## config.mk

```make
export PLATFORM = sky130hd
export DESIGN_NAME = kcvt_mul
export DESIGN_NICKNAME = d
export VERILOG_FILES = /design/src/design/kalman_cv_2d_tracker_unit_assert.svh /design/src/design/kcvt_pkg.sv /design/src/design/kcvt_mul.sv
export SDC_FILE = /design/constraint.sdc
export NUM_CORES = 1
export LEC_CHECK = 0
export BUFFER_PORTS_ARGS = -buffer_cell sky130_fd_sc_hd__clkbuf_2
export CAP_MARGIN = 25
export CORE_ASPECT_RATIO = 1.1
export CORE_MARGIN = 1
export CORE_UTILIZATION = 35
export DETAILED_ROUTE_END_ITERATION = 6
export PLACE_DENSITY = 0.49
export SLEW_MARGIN = 40
export SYNTH_ARGS = -nofsm -noshare
export SYNTH_HDL_FRONTEND = slang
export SYNTH_SLANG_ARGS = --single-unit
```

## constraint.sdc

```tcl
create_clock -name clk -period 11.2 [get_ports clk]
set_input_delay 1.12 -clock clk [delete_from_list [all_inputs] [get_ports clk]]
set_output_delay 1.12 -clock clk [all_outputs]
set_load 0.02 [all_outputs]
```

## src/design/kalman_cv_2d_tracker_unit_assert.svh

```systemverilog
// ---------------------------------------------------------------------------
// kalman_cv_2d_tracker_unit_assert.svh
// Assertion macros used by the tracker unit, clocked on clk, off in reset
// ---------------------------------------------------------------------------
`ifndef KALMAN_CV_2D_TRACKER_UNIT_ASSERT_SVH
`define KALMAN_CV_2D_TRACKER_UNIT_ASSERT_SVH

// same-cycle implication
`define KCVT_ASSERT_IMPL(name, ante, cons, msg) \
  name: assert property (@(posedge clk) disable iff (!rst_n) (ante) |-> (cons)) \
    else $error(msg);

// next-cycle implication
`define KCVT_ASSERT_NEXT(name, ante, cons, msg) \
  name: assert property (@(posedge clk) disable iff (!rst_n) (ante) |=> (cons)) \
    else $error(msg);

`endif

```

## src/design/kcvt_pkg.sv

```systemverilog
// ---------------------------------------------------------------------------
// kcvt_pkg
// Shared types and constants of the constant-velocity 2d tracker
// ---------------------------------------------------------------------------
package kcvt_pkg;

  localparam int DATA_WIDTH_DEF = 32;
  localparam int FRAC_BITS_DEF  = 16;

  // commands
  localparam logic [1:0] CMD_PREDICT = 2'd0;
  localparam logic [1:0] CMD_UPDATE  = 2'd1;
  localparam logic [1:0] CMD_SET     = 2'd2;
  localparam logic [1:0] CMD_NOP     = 2'd3;

  // configuration register indexes
  localparam logic [1:0] REG_PROC_NOISE = 2'd0;
  localparam logic [1:0] REG_SENS_NOISE = 2'd1;
  localparam logic [1:0] REG_SET_UNC    = 2'd3;

  // reset values, unsigned q16.16
  localparam logic [31:0] PROC_NOISE_RST = 32'd655;
  localparam logic [31:0] SENS_NOISE_RST = 32'd6554;
  localparam logic [30:0] INIT_UNC_RST   = 31'd65536000;
  localparam logic [30:0] SET_UNC_RST    = 31'd6554;

  typedef struct packed {
    logic [1:0]         cmd;
    logic [19:0]        dt;
    logic signed [31:0] pos_x;
    logic signed [31:0] pos_y;
    logic signed [31:0] vel_x;
    logic signed [31:0] vel_y;
  } in_t;

  typedef struct packed {
    logic signed [31:0] est_x;
    logic signed [31:0] est_y;
    logic               singular;
  } out_t;

endpackage

```

## src/design/kcvt_mul.sv

```systemverilog
// ---------------------------------------------------------------------------
// kcvt_mul
// Saturating fixed-point multiplier, four half-width partial products
// ---------------------------------------------------------------------------
module kcvt_mul #(
  parameter int W = kcvt_pkg::DATA_WIDTH_DEF,
  parameter int F = kcvt_pkg::FRAC_BITS_DEF
) (
  input  logic         clk,
  input  logic         rst_n,
  input  logic         start,
  input  logic [W-1:0] a,
  input  logic [W-1:0] b,
  output logic         done,
  output logic [W-1:0] res
);

  localparam int H  = (W + 1) / 2;
  localparam int H2 = 2 * H;
  localparam int AW = 4 * H;
  localparam logic [AW:0] HALF  = (AW+1)'(1) << (F - 1);
  localparam logic [AW:0] BND_N = (AW+1)'(1) << (W - 1);
  localparam logic [AW:0] BND_P = BND_N - (AW+1)'(1);
  localparam logic [W-1:0] VMAX = {1'b0, {(W-1){1'b1}}};
  localparam logic [W-1:0] VMIN = {1'b1, {(W-1){1'b0}}};

  logic [H2-1:0] ma_r, mb_r;
  logic          neg_r;
  logic [AW-1:0] acc_r;
  logic [2:0]    cnt_r;
  logic          busy_r, done_r;
  logic [W-1:0]  res_r;

  logic [H-1:0]  pa, pb;
  logic [H2-1:0] pp;
  logic [AW-1:0] pp_sh;
  logic [AW:0]   rnd, mq;
  logic [W-1:0]  ma_in, mb_in;

  always_comb begin
    ma_in = a[W-1] ? (~a + W'(1)) : a;
    mb_in = b[W-1] ? (~b + W'(1)) : b;
    pa    = cnt_r[1] ? ma_r[H2-1:H] : ma_r[H-1:0];
    pb    = cnt_r[0] ? mb_r[H2-1:H] : mb_r[H-1:0];
    pp    = H2'(pa) * H2'(pb);
    case (cnt_r[1:0])
      2'd0:    pp_sh = AW'(pp);
      2'd3:    pp_sh = AW'(pp) << H2;
      default: pp_sh = AW'(pp) << H;
    endcase
    rnd = {1'b0, acc_r} + HALF;
    mq  = rnd >> F;
  end

  always_ff @(posedge clk) begin
    if (!rst_n) begin
      busy_r <= 1'b0;
      done_r <= 1'b0;
      cnt_r  <= 3'd0;
    end else begin
      done_r <= 1'b0;
      if (start) begin
        ma_r   <= H2'(ma_in);
        mb_r   <= H2'(mb_in);
        neg_r  <= a[W-1] ^ b[W-1];
        acc_r  <= '0;
        cnt_r  <= 3'd0;
        busy_r <= 1'b1;
      end else if (busy_r) begin
        if (!cnt_r[2]) begin
          acc_r <= acc_r + pp_sh;
          cnt_r <= cnt_r + 3'd1;
        end else begin
          // round, drop fraction, saturate
          if (neg_r) begin
            res_r <= (mq > BND_N) ? VMIN : (~mq[W-1:0] + W'(1));
          end else begin
            res_r <= (mq > BND_P) ? VMAX : mq[W-1:0];
          end
          done_r <= 1'b1;
          busy_r <= 1'b0;
        end
      end
    end
  end

  assign done = done_r;
  assign res  = res_r;

endmodule

```

==> out/metrics.csv <==
stage,metric,value,unit
detailed_routing,postRouteWirelength,64800,microns
clocking,cts_setup_buffers,0,
global_routing,grt_pass1_wl,101000,microns
hold_path,hp-class,flip-flop to flip-flop,
placement,gp_congestion,0.937,
worst_setup_path,start_kind,flip-flop,
timing,finalCritPeriodShare,0.942,
detailed_routing,drt-pass1-iter-count,5,
layout,area_delta_synth_final,9.84,%
die,die_h,263,microns
timing,relSlewSlack,0.429,
synth,ys_seq_area_frac,0.227,
worst_setup_path,worstPathRequired,11420,ps
synth,ys_ff_latch,166,
clocking,cts_root_buf,clkbuf_16,
placement,port_buffers,99,
synth,synth_area_per_cell,8.97,sq um
synth,syn_inst,2423,
layout,final_cell_mix,"inv_1 (272), nand2_1 (252), nor2_1 (251)",
clocking,cts_buffer_depth,2,
die,core_area,0.0612,sq mm
layout,final_common_cell,inv_1,
clocking,hold_buffers,0,
global_routing,grt_pass1_vias,18000,
global_routing,antenna_found_initial,0,
synth,syn_nets,2860,
die,die_x,240,microns
worst_setup_path,cp_slowest_cell,fa_1,
timing,max_freq,94.8,MHz
global_routing,grt_use_total,0.211,
detailed_routing,routedWlPerCell,19.4,microns
layout,nets,2943,
worst_setup_path,cp_top_family,adder cells,
layout,antenna_cells,0,
detailed_routing,drt_iter0_markers,893,
clocking,cts_buffers,17,
worst_setup_path,cp-end-kind,flip-flop,
synth,synth_flop_cell,edfxtp_1,
die,die_area,0.0631,sq mm
clocking,clkSlewWorstSetupHoldPaths,70,ps
placement,dpl_worst_slack,481,ps
placement,dp_hpwl,54300,microns
timing,finalMaxSlewViolations,0,
synth,synthesis.area,0.0217,sq mm
layout,drive_gt1_frac,0.0953,
worst_setup_path,crit_path_frequent_cell,fa_1,
synth,ys_types,77,
timing,worst_slew_pin_slew,849,ps
worst_setup_path,crit_type,flip-flop to flip-flop,
global_routing,overflow,0,
synth,synth_edf_count,161,
timing,finalSetupViolCount,0,
synth,yosysWarnings,0,
timing,min_period,10550,ps
timing,finalSetupTns,0,ps
worst_setup_path,crit_fanout,24,
synth,synthArstFlopShare,0,
clocking,h-tree-depth,4,
die,rows,95,
worst_setup_path,crit_buf_inv,6,
timing,layout_setup_ws,651,ps
detailed_routing,route.vias.total,17400,
detailed_routing,final_antenna_net_count,0,
clocking,cts_sinks,166,
timing,clock_skew,28.6,ps
clocking,cts_resized,0,
detailed_routing,viasPerCell,5.21,
clocking,cts_tree,built,
clocking,worstSkewPairLatency,510,ps
worst_setup_path,crit_arrival,10770,ps
detailed_routing,drc,0,
worst_setup_path,slowest_delay,580,ps
timing,finalHoldViolCount,0,
die,io_pins,100,
flow_run,cap_violations,0,
run_status,outcome,"finished, final reports clean",
global_routing,grt_max_degree,66,
die,initial_utilization,0.355,
timing,rsz0062_at_grt,no,
layout make-up:
class	instances	area, sq um
fill	6184	37400
timing repair buffer	146	856
tap	824	1030
sequential	166	4940
multi-input combinational	1903	15400
clock inverter	13	130
inverter	272	1020
clock buffer	19	443
tightest hold or removal path: cells and delay by family (launching register included):
family          cells  cell delay, ps
simple gates        1              70
compound gates      1              50
flops               1             360
metal layers:
layer  vias to the layer above  track usage  part of all wire
li1                       8525            -                 -
met1                      8475        0.242              0.41
met3                        98       0.0221             0.023
met4                         0       0.0802             0.032
met5                         -            0                 0
met2                       320        0.396              0.53
synthesized netlist by cell type (9+ instances only):
cell type	count	share of area
xnor2_1	117	0.047
nand2b_1	20	0.0058
fa_1	195	0.18
a21o_1	79	0.027
mux2_2	27	0.014
nor2b_1	30	0.0086
nand3_1	58	0.013
edfxtp_1	161	0.22
or4_1	13	0.0045
o41ai_1	12	0.0048
o211ai_1	9	0.0031
a21oi_1	113	0.026
o21a_1	12	0.0041
nor4_1	9	0.0026
nor2_1	252	0.044
inv_1	272	0.047
a22o_1	26	0.010
nand2_1	252	0.044
and4_1	12	0.0048
o21bai_1	14	0.0048
xor2_1	61	0.025
clkbuf_1	65	0.011
a31oi_1	20	0.0058
mux2i_1	39	0.018
ha_1	175	0.10
a211oi_1	12	0.0041
o21ai_0	84	0.019
and3_1	23	0.0066
and2_1	34	0.0098
o22ai_1	10	0.0029
o31ai_1	27	0.0093
nor3_1	31	0.0071
nand4_1	34	0.0098
final timing paths:
path             from        end  slack [ps]  depth (start not counted)
min          cnt_r[2]   cnt_r[2]         510                          2
max          cnt_r[0]  acc_r[63]         650                         40
min reg2reg  cnt_r[2]   cnt_r[2]         510                          2
max reg2reg  cnt_r[0]  acc_r[63]         650                         40
flip-flops by register name, indices dropped and copies added (netlist names):
name	flops
acc_r	64
busy_r	1
cnt_r	3
done	1
ma_r	32
mb_r	32
neg_r	1
res	32
cell families after synthesis:
group	share of synthesized area
and+or+nand+nor	0.179
AOI/OAI and AO/OA	0.142
adders and majority gates	0.280
buffers and inverters	0.0629
xor gates and xnor gates	0.0729
DFF	0.227
muxes	0.0351
stage by stage:
| stage | cell area [sq um] | std cells | util | hold slack [ps] |
|---|---|---|---|---|
| after floorplan | 21700 | 2423 | - | 446 |
| after global placement | 23300 | 3310 | 0.380 | 478 |
| after detailed placement | 23300 | 3311 | 0.380 | 493 |
| after CTS | 23900 | 3343 | 0.390 | 512 |
| after global routing | 23900 | 3343 | 0.390 | 574 |
| final | 23900 | 3343 | 0.390 | 510 |
Power is left out: the tool's default activity adds up to more than one toggle a clock period on the data nets, which glitch-free logic cannot reach.
