## src/design/kalman_cv_2d_tracker_unit_assert.svh

```systemverilog
// ---------------------------------------------------------------------------
// kalman_cv_2d_tracker_unit_assert.svh
// Assertion macros used by the tracker unit, clocked on clk, off in reset
// ---------------------------------------------------------------------------
`ifndef KALMAN_CV_2D_TRACKER_UNIT_ASSERT_SVH
`define KALMAN_CV_2D_TRACKER_UNIT_ASSERT_SVH

// same-cycle implication
`define KCVT_ASSERT_IMPL(name, ante, cons, msg) \
  name: assert property (@(posedge clk) disable iff (!rst_n) (ante) |-> (cons)) \
    else $error(msg);

// next-cycle implication
`define KCVT_ASSERT_NEXT(name, ante, cons, msg) \
  name: assert property (@(posedge clk) disable iff (!rst_n) (ante) |=> (cons)) \
    else $error(msg);

`endif

```

## src/design/kcvt_pkg.sv

```systemverilog
// ---------------------------------------------------------------------------
// kcvt_pkg
// Shared types and constants of the constant-velocity 2d tracker
// ---------------------------------------------------------------------------
package kcvt_pkg;

  localparam int DATA_WIDTH_DEF = 32;
  localparam int FRAC_BITS_DEF  = 16;

  // commands
  localparam logic [1:0] CMD_PREDICT = 2'd0;
  localparam logic [1:0] CMD_UPDATE  = 2'd1;
  localparam logic [1:0] CMD_SET     = 2'd2;
  localparam logic [1:0] CMD_NOP     = 2'd3;

  // configuration register indexes
  localparam logic [1:0] REG_PROC_NOISE = 2'd0;
  localparam logic [1:0] REG_SENS_NOISE = 2'd1;
  localparam logic [1:0] REG_SET_UNC    = 2'd3;

  // reset values, unsigned q16.16
  localparam logic [31:0] PROC_NOISE_RST = 32'd655;
  localparam logic [31:0] SENS_NOISE_RST = 32'd6554;
  localparam logic [30:0] INIT_UNC_RST   = 31'd65536000;
  localparam logic [30:0] SET_UNC_RST    = 31'd6554;

  typedef struct packed {
    logic [1:0]         cmd;
    logic [19:0]        dt;
    logic signed [31:0] pos_x;
    logic signed [31:0] pos_y;
    logic signed [31:0] vel_x;
    logic signed [31:0] vel_y;
  } in_t;

  typedef struct packed {
    logic signed [31:0] est_x;
    logic signed [31:0] est_y;
    logic               singular;
  } out_t;

endpackage

```

## src/design/kcvt_div.sv

```systemverilog
// ---------------------------------------------------------------------------
// kcvt_div
// Saturating fixed-point divider, restoring, one quotient bit per cycle
// ---------------------------------------------------------------------------
module kcvt_div #(
  parameter int W = kcvt_pkg::DATA_WIDTH_DEF,
  parameter int F = kcvt_pkg::FRAC_BITS_DEF
) (
  input  logic         clk,
  input  logic         rst_n,
  input  logic         start,
  input  logic [W-1:0] num,
  input  logic [W-1:0] den,
  output logic         done,
  output logic [W-1:0] res
);

  localparam int NB = W + F;
  localparam int CW = $clog2(NB + 1);
  localparam logic [NB-1:0] BND_N = NB'(1) << (W - 1);
  localparam logic [NB-1:0] BND_P = BND_N - NB'(1);
  localparam logic [W-1:0] VMAX = {1'b0, {(W-1){1'b1}}};
  localparam logic [W-1:0] VMIN = {1'b1, {(W-1){1'b0}}};

  logic [NB-1:0] num_r, q_r;
  logic [W-1:0]  rem_r, den_r, res_r;
  logic          neg_r, busy_r, done_r;
  logic [CW-1:0] cnt_r;

  logic [W:0]   rs, rsub;
  logic         ge;
  logic [W-1:0] mn, md;

  always_comb begin
    mn   = num[W-1] ? (~num + W'(1)) : num;
    md   = den[W-1] ? (~den + W'(1)) : den;
    rs   = {rem_r, num_r[NB-1]};
    ge   = rs >= {1'b0, den_r};
    rsub = rs - {1'b0, den_r};
  end

  always_ff @(posedge clk) begin
    if (!rst_n) begin
      busy_r <= 1'b0;
      done_r <= 1'b0;
      cnt_r  <= '0;
    end else begin
      done_r <= 1'b0;
      if (start) begin
        num_r  <= {mn, {F{1'b0}}};
        den_r  <= md;
        neg_r  <= num[W-1] ^ den[W-1];
        rem_r  <= '0;
        q_r    <= '0;
        cnt_r  <= '0;
        busy_r <= 1'b1;
      end else if (busy_r) begin
        if (cnt_r != CW'(NB)) begin
          rem_r <= ge ? rsub[W-1:0] : rs[W-1:0];
          num_r <= num_r << 1;
          q_r   <= {q_r[NB-2:0], ge};
          cnt_r <= cnt_r + CW'(1);
        end else begin
          if (neg_r) begin
            res_r <= (q_r > BND_N) ? VMIN : (~q_r[W-1:0] + W'(1));
          end else begin
            res_r <= (q_r > BND_P) ? VMAX : q_r[W-1:0];
          end
          done_r <= 1'b1;
          busy_r <= 1'b0;
        end
      end
    end
  end

  assign done = done_r;
  assign res  = res_r;

endmodule
```

## config.mk

```make
export PLATFORM = sky130hd
export DESIGN_NAME = kcvt_div
export DESIGN_NICKNAME = d
export VERILOG_FILES = /design/src/design/kalman_cv_2d_tracker_unit_assert.svh /design/src/design/kcvt_pkg.sv /design/src/design/kcvt_div.sv
export SDC_FILE = /design/constraint.sdc
export NUM_CORES = 1
export LEC_CHECK = 0
export BUFFER_PORTS_ARGS = -buffer_cell sky130_fd_sc_hd__buf_2
export CAP_MARGIN = 20
export CORE_MARGIN = 5
export CORE_UTILIZATION = 60
export CTS_BUF_LIST = sky130_fd_sc_hd__clkbuf_4 sky130_fd_sc_hd__clkbuf_8
export DETAILED_ROUTE_END_ITERATION = 8
export PLACE_DENSITY = 0.86
export SLEW_MARGIN = 10
export SYNTH_ARGS = -nofsm -noshare
export SYNTH_HDL_FRONTEND = slang
export SYNTH_SLANG_ARGS = --single-unit
```

## constraint.sdc

```tcl
create_clock -name clk -period 6 [get_ports clk]
set_input_delay 0.3 -clock clk [delete_from_list [all_inputs] [get_ports clk]]
set_output_delay 0.3 -clock clk [all_outputs]
set_load 0.1 [all_outputs]
```

==> flow_metrics.env <==
export IMPL_status="completed"
export IMPL_slew_headroom=0.2425
export IMPL_layout_commonest_cell="edfxtp_1"
export IMPL_fin_cells=1400
export IMPL_cts_resized=0
export IMPL_synth_cell_types=59
export IMPL_drt_iter0_drc=757
export IMPL_cts_setup_buffers=0
export IMPL_firstDrtPassIters=5
export IMPL_totalWireLength_mm=22.74
export IMPL_ys_flop_type="edfxtp_1"
export IMPL_synth_nets=1189
export IMPL_yosys_warnings=0
export IMPL_synth_edf_count=177
export IMPL_hold_violations=0
export IMPL_fin_setup_tns_ns=0
export IMPL_port_buffers=99
export IMPL_nNetsFinal=1263
export IMPL_hold_class="input port to flop"
export IMPL_root_buffer="clkbuf_8"
export IMPL_overflow=0
export IMPL_worstMarginPinSlew_ns=1.133
export IMPL_cts_clk_slew_worst_paths_ns=0.09
export IMPL_p_leak_nw=4.487
export IMPL_fin_crit_ns=3.700
export IMPL_htree_levels=4
export IMPL_arrival_ns=4.01
export IMPL_critPathKind="flop to flop"
export IMPL_core_sq_um=17900
export IMPL_ir_drop_v=0.0001682
export IMPL_clkLatencyLatePin_ns=0.47
export IMPL_cts_inserted_buffers=17
export IMPL_mostFrequentLayoutCells="edfxtp_1 (177), nand2_1 (109), buf_2 (98)"
export IMPL_fin_crit_sh=0.6167
export IMPL_clock_sinks=185
export IMPL_cts_tree="yes"
export IMPL_clockBufferDepth=2
export IMPL_start_util=0.6078
export IMPL_syn_cell_area_sq_um=10880
export IMPL_drc=0
export IMPL_fp_row_count=49
export IMPL_rsz0062_at_grt="false"
export IMPL_start_kind="flop"
export IMPL_max_cap_violations=0
export IMPL_post_dp_hpwl_mm=15.87
export IMPL_cts_hold_buf=0
export IMPL_worstPathRequired_ns=6.31
export IMPL_critPathCaptureType="flop"
export IMPL_place_inst=1368
export IMPL_power_density_nw_per_um2=252.6
export IMPL_async_flop_share=0
export IMPL_n_antenna_cell=0
export IMPL_ios=100
export IMPL_crit_path_max_fanout=23
export IMPL_setup_violations=0
export IMPL_final_max_slew_violation_count=0
export IMPL_via_per_inst=6.061
export IMPL_cp_slowest_cell="or3b_2"
export IMPL_synth_seq_cells=185
export IMPL_path_cells="inv_1, ha_1, or3b_2, nor4b_1, nand4_1, o41ai_1, nand2b_1, or2_1, or3b_2, nand3_1"
export IMPL_drive_gt1_frac=0.1366
export IMPL_die_w_um=144.7
export IMPL_num_vias=8485
export IMPL_crit_top_cell="or3b_2"
export IMPL_die_area_sq_um=20930
export IMPL_gp_congestion=0.8541
export IMPL_grt_max_degree=89
export IMPL_first_global_vias=8102
export IMPL_post_drt_wl_per_cell_um=16.24
export IMPL_grt_total_usage=0.2228
export IMPL_max_freq_mhz=270.3
export IMPL_postRouteAntennaNets=0
export IMPL_syn_area_per_cell_sq_um=10.04
export IMPL_crit_path_max_incr_delay_ns=0.56
export IMPL_syn_to_final_growth_pct=9.590
export IMPL_fin_skew_ns=0.01236
export IMPL_ys_seq_area_frac=0.5032
export IMPL_antenna_found_initial=0
export IMPL_die_h_um=144.7
export IMPL_synthCells=1084
export IMPL_grt_pass1_wl_mm=37.86
state kept, by name (all words and copies together), names as in the netlist:
register	flops
busy_r	1
cnt_r	6
den_r	32
done	1
neg_r	1
num_r	32
q_r	48
rem_r	32
res	32
final timing paths:
path            start  slack [ns]  depth (start not counted)        to
min            den[0]        0.08                          1  den_r[0]
max reg2reg    q_r[0]        2.30                         10    res[7]
max            q_r[0]        2.30                         10    res[7]
min reg2reg  cnt_r[5]        0.51                          2  cnt_r[5]
power breakdown:
group / internal, mW / leakage (nW) / switching (mW)
clock network: 0.366 / 0.200 / 0.444
logic: 0.250 / 2.54 / 0.379
registers: 1.52 / 1.75 / 0.0515
worst max-delay path, delay by kind of cell (launching register included):
kind,cells,cell delay (ns)
simple gates,7,2.54
flops,1,0.40
fa+ha+maj,1,0.19
buf+inv,1,0.11
compound gates,1,0.29
metal layers:
metal / track usage / wire (um) / vias up
met5: 0 / 0 / -
met4: 0.08149 / 553 / 0
met3: 0.03483 / 1423 / 50
met2: 0.3738 / 11040 / 309
met1: 0.2957 / 9721 / 4007
li1: - / - / 4119
kinds of logic after synthesis:
kind of cell               count (synthesis)  share of synthesized area
and+or+nand+nor                          388                     0.1831
buffers and inverters                    114                    0.03933
adders and majority gates                 38                    0.04439
AOI/OAI and AO/OA                        269                     0.1574
muxes                                      1                  0.0009200
xor gates and xnor gates                  89                    0.07164
DFF                                      185                     0.5032
metrics by stage:
step	setup WS [ns]	total power [mW]	hold WS, ns	instance area [sq um]	utilization
after floorplan	1.910	2.055	0.3989	10880	-
after global placement	2.571	2.191	0.4725	11550	0.6450
after detailed placement	2.409	2.215	0.4909	11550	0.6450
after CTS	2.311	3.014	0.05064	11920	0.6661
after global routing	2.009	3.157	0.06383	11920	0.6661
final	2.300	3.012	0.07813	11920	0.6661
cells in the mapped netlist, types with 4 or more instances:
| library cell | count | area share |
|---|---|---|
| edfxtp_1 | 177 | 0.49 |
| nand2_1 | 109 | 0.038 |
| a21oi_1 | 86 | 0.040 |
| nor2_1 | 81 | 0.028 |
| inv_1 | 64 | 0.022 |
| o21ai_0 | 63 | 0.029 |
| nor2b_1 | 54 | 0.031 |
| xor2_1 | 50 | 0.040 |
| clkbuf_1 | 45 | 0.016 |
| xnor2_1 | 39 | 0.031 |
| ha_1 | 37 | 0.043 |
| o311ai_0 | 22 | 0.018 |
| or3_1 | 21 | 0.012 |
| nor3_1 | 20 | 0.0092 |
| o31ai_1 | 17 | 0.012 |
| a211oi_1 | 15 | 0.010 |
| nand3_1 | 15 | 0.0069 |
| nand4_1 | 14 | 0.0080 |
| a21o_1 | 13 | 0.0090 |
| nand2b_1 | 12 | 0.0069 |
| o41ai_1 | 12 | 0.0097 |
| nor4_1 | 10 | 0.0057 |
| o21a_1 | 9 | 0.0062 |
| or4_1 | 9 | 0.0062 |
| dfxtp_1 | 8 | 0.015 |
| or2_2 | 8 | 0.0046 |
| or3b_2 | 6 | 0.0048 |
| and2_1 | 5 | 0.0029 |
| buf_1 | 5 | 0.0017 |
| nand3b_1 | 5 | 0.0035 |
| o211ai_1 | 5 | 0.0035 |
| a31oi_1 | 4 | 0.0023 |
| and3_1 | 4 | 0.0023 |
| o221ai_1 | 4 | 0.0032 |
cell type report:
cell class / instances / area (sq um)
Fill cell: 1362 / 5978
Sequential cell: 185 / 5475
Multi-Input combinational cell: 785 / 5002
Timing Repair Buffer: 105 / 543.0
Tap cell: 229 / 286.5
Clock buffer: 22 / 284.0
Inverter: 64 / 240.2
Clock inverter: 10 / 92.59
(Power assumes the default switching activity.)
